[src/sv/scsa_ram.sv]
// ----------------------------------------------------------------------------
// scsa_ram
// Generic simple dual-port RAM: one write port, one read port with a
// registered read that holds its data while the read enable is low.
// ----------------------------------------------------------------------------
module scsa_ram #(
    parameter int WIDTH = 8,
    parameter int DEPTH = 256
) (
    input  logic                     clk,
    input  logic                     we,
    input  logic [$clog2(DEPTH)-1:0] waddr,
    input  logic [WIDTH-1:0]         wdata,
    input  logic                     re,
    input  logic [$clog2(DEPTH)-1:0] raddr,
    output logic [WIDTH-1:0]         rdata
);

    logic [WIDTH-1:0] mem [DEPTH];
    logic [WIDTH-1:0] rdata_reg;

    // Write and registered read.
    always_ff @(posedge clk)
    begin
        if (we)
        begin
            mem[waddr] <= wdata;
        end
        if (re)
        begin
            rdata_reg <= mem[raddr];
        end
    end

    assign rdata = rdata_reg;

endmodule
[config.mk]
export PLATFORM = sky130hd
export DESIGN_NAME = scsa_ram
export DESIGN_NICKNAME = d
export VERILOG_FILES = /design/src/sv/scsa_ram.sv
export SDC_FILE = /design/constraint.sdc
export NUM_CORES = 2
export LEC_CHECK = 0
export BUFFER_PORTS_ARGS = -buffer_cell sky130_fd_sc_hd__buf_2
export CAP_MARGIN = 5
export CORE_UTILIZATION = 36
export DETAILED_ROUTE_END_ITERATION = 8
export GPL_TIMING_DRIVEN = 0
export SYNTH_ARGS = -nofsm -noshare
export SYNTH_HDL_FRONTEND = slang
export SYNTH_SLANG_ARGS = --single-unit
[constraint.sdc]
create_clock -name clk -period 5.4 [get_ports clk]
set_input_delay 0.81 -clock clk [delete_from_list [all_inputs] [get_ports clk]]
set_output_delay 0.81 -clock clk [all_outputs]
set_load 0.01 [all_outputs]
# Yosys cells after proc, flatten, opt, wreduce, memory -nomap -nowiden

Memories as Yosys holds them, arrays and structs flattened. A register that Yosys moved wholly into a read port is not among the register bits.
Index checks and enable logic that the tools add are counted.
W data, S select, Z words.

Output and inout port bits: 8
Input bits: 27
RAM bits: 2048
Register bits after elaboration: 0
Memories: 1
Logic and storage cells: 3

Multiplexer cells: 2

Memory list:

| memory | words | width | rd ports | clocked after memory_dff | write ports | line | text |
|---|---|---|---|---|---|---|---|
| mem    | 256   | 8     | 1        | 1                        | 1           | 19   | `logic [WIDTH-1:0] mem [DEPTH];` |

Operators by type and width:

| kind    | count |
|---|---|
| $mux W1 | 2 |

# Logic depth before layout (Yosys ltp)

Depth after elaboration: 2
Mapped depth: 11
Mapped depth without buffers: 6

# Least setup slack after synthesis

No wires, ideal clock.

Kind: input -> register
Start: input port raddr[0]
End: register rdata_reg[2] (netlist: rdata[2]) (read register of mem) (data pin)
Path buffers: 4
Slack: 2.514 ns
Cell stages on the path: 9
Arrival time: 2.617 ns
Library setup time: 0.269 ns
Data required time: 5.131 ns
Path through: buf_6 > buf_12 > buf_8 > buf_2 > mux4_2 > a22oi_1 > a21oi_1 > nor4_1 > nor4_2

RTL lines:

| what        | line | text |
|---|---|---|
| from (decl) | 15   | `input logic [$clog2(DEPTH)-1:0] raddr,` |
| to (decl)   | 20   | `logic [WIDTH-1:0] rdata_reg;` |

==> qor.csv <==
metric,value,unit
status,"finished, violations left",
failing checks,max-capacitance violations,
CP bufs+invs,3,
async set or reset register ratio after synthesis,0,%
# DRC,0,
Synthesis Warnings,0,
Core Region,219700,um^2
wire per inst,34.45,um
"Seq/Total Area, Yosys",77.53,%
WS Path Type,in -> reg,
Max-cap violations,1,
Clock Latency Late Sink,860,ps
switching pwr,7.462,mW
PortBufs,27,
final non-filler cell area,90250,um^2
Synth Area in Compound Gates,3.416,%
remaining global-route overflow,0,
Avg Synthesized Cell Area,21.33,um^2
PwrDens,366.1,nW/um^2
mux share of post-synthesis cell area,14.60,%
Worst R2R Path Depth,6,
Cells after Synth,3733,
Worst Skew,63.54,ps
Sw Ratio,22.59,%
cts hold-fix bufs,0,
Root Driver,clkbuf_16,
Vias per Instance,5.822,
synthesized-area fraction occupied by xor and xnor cells,0,%
Fmax,196.3,MHz
deepest clock path buffer count,3,
"Max FO, Critical Path",10,
vias in the first global route,40560,
largest net degree at the start of global routing,153,
RSZ-0062 raised after global routing,false,
"Cell Area, Synth",79640,um^2
Synth area leader,edfxtp_1,
Routed Antenna Nets,0,
CTS tree,yes,
area grow syn2layout,13.32,%
post_cts resized,0,
Comb power frac,5.8,%
initial core utilization,36.24,%
cell-internal power,25.58,mW
"delay-heaviest family, CP",buffers and inverters,
# IOs,35,
"top cells by area, synth","edfxtp_1, mux4_2, mux2i_1",
CP Capture Type,flop,
clock buffer count from CTS,203,
die area,223100,um^2
H-tree depth,4,
Hold Path Sink,mem[70][0]$_DFFE_PP_,
worst hold path class,in -> reg,
worst vdd ir,0.3508,mV
"EDFF count, synth",2056,
Routed WL,245200,um
Worst slew margin,0.04399,%
Iteration-0 DRC Markers,6624,
# rows,172,
post-synthesis adder-cell area fraction,0,%
Syn Nets,3760,
Pleak,27.39,nW
First-pass DRT Iterations,5,
Clock Power Share,40.9,%
clk sinks,2056,
fin crit period,5094,ps
Tot GR Track Use,21.77,%
final setup vio count,0,
"Cell Area, Placed",83970,um^2
CP peak stage delay,1050,ps
Post-synth top flop,edfxtp_1,
Least-Margin Pin Slew,1486,ps
worst endpoint required time,5910,ps
r2r startpoint,mem[83][3]$_DFFE_PP_,
hold depth,1,
Post-synth top cells,"edfxtp_1, mux4_2, nor2_1",
synth unique cells,54,
ratio of cells with drive above 1 in the final layout,21.75,%
GP Congestion,0.9277,
r2r endpoint,rdata[3]$_DFFE_PP_,
Fin. Hold Viols,0,
WP data arrival,5600,ps
first-pass GRT wire length,333500,um
share of the synthesized area in the top cell type,77.53,%
fin crit share,94.33,%
Yosys reg bits,2056,
routed via count,41430,
antenna violations before repair,20,
die width,472.3,um
dpl hpwl,162200,um
clk slew on worst S/H paths,60,ps
Final #Nets,4015,
crit-path cells,buf_2 > clkbuf_1 > clkbuf_1 > a21oi_1 > a21oi_1 > nor4_1 > nor4_2,
Die Ht,472.3,um
top-count cell post-synth,edfxtp_1,
largest family of logic cells by synthesized area,multiplexers,
Post-CTS Setup Bufs,0,
R2R setup slack,1500,ps
Pins Over Slew Limit,0,
sequential share of power,53.3,%
post-synthesis simple-gate area fraction,2.625,%
CP max stage cell,clkbuf_1,
max reg flops,2048,
"Power, Total",33.04,mW
crit start category,input port,
HP Start,wdata[0],
## power groups by stage
stage	clock [mW]	sequential (mW)	combinational, mW
after floorplan	0	18.0	0.855
after global placement	0	18.0	1.80
after detailed placement	0	18.0	1.87
after CTS	13.6	17.6	1.87
after global routing	14.2	17.6	1.93
final	13.5	17.6	1.90
## metal layers
metal	global-route usage, %	up-vias	part of all wire, %
met5	0	-	0.016
met2	33.21	2560	46
met1	29.25	22130	39
met3	5.730	493	11
li1	-	16240	-
met4	9.667	6	4.9
## cell families after synthesis
| kind of cell | count (synthesis) |
|---|---|
| flops | 2056 |
| mux | 591 |
| simple gates | 466 |
| compound gates | 385 |
| buf+inv | 235 |
## how the worst max path moves through the flow
| stage | startpoint | endpoint | slack [ps] | depth (start not counted) |
|---|---|---|---|---|
| after floorplan | raddr[0] | rdata[2]$_DFFE_PP_ | 2510 | 9 |
| after global placement | raddr[2] | rdata[4]$_DFFE_PP_ | -1240 | 9 |
| after detailed placement | raddr[3] | rdata[7]$_DFFE_PP_ | -450 | 7 |
| after CTS | raddr[2] | rdata[7]$_DFFE_PP_ | 420 | 9 |
| after global routing | raddr[2] | rdata[7]$_DFFE_PP_ | 510 | 9 |
| final | raddr[3] | rdata[0]$_DFFE_PP_ | 310 | 7 |
## stage by stage
| step | setup slack, ps | setup TNS, ps | hold slack, ps | utilization (%) | std cells |
|---|---|---|---|---|---|
| after floorplan | 2514 | 0 | 864.2 | - | 3733 |
| after global placement | -1240 | -4309 | 1040 | 37.99 | 6718 |
| after detailed placement | -449.6 | -1475 | 1012 | 38.22 | 6739 |
| after CTS | 415.1 | 0 | 131.8 | 41.05 | 7108 |
| after global routing | 510.5 | 0 | 140.0 | 41.07 | 7111 |
| final | 306.4 | 0 | 174.4 | 41.07 | 7116 |
## layout make-up
type                    count  area (um^2)
repair buffers             50        599.3
inverters                   2        7.507
flip-flops and latches   2056        61740
plain buffers             233         1476
diodes                      6        15.01
fillers                 19190       129500
well taps                2958         3701
multi-input cells        1442        16470
clock buffers             255         5275
clock inverters           114        957.2
## placed cells by master, fill, tap and decap left out, drive strengths merged, types with 2 or more instances in the layout
cell,n
nor3,22
a21oi,96
nand3b,2
a221oi,14
mux4,456
a31oi,2
o211ai,10
nand4,10
o32ai,5
buf,172
and2,6
and3b,2
nor2,282
mux2i,134
nand2b,8
a311oi,2
bufinv,10
o21ai,12
inv,9
clkbuf,366
clkinv,95
a2111oi,5
nor2b,31
a22o,8
o22a,5
o22ai,28
a22oi,133
nand3,34
nand2,33
a211oi,16
o221ai,47
or2,4
diode,6
clkinvlp,2
nor4,27
edfxtp,2056
Power figures use the tool's default switching activity.
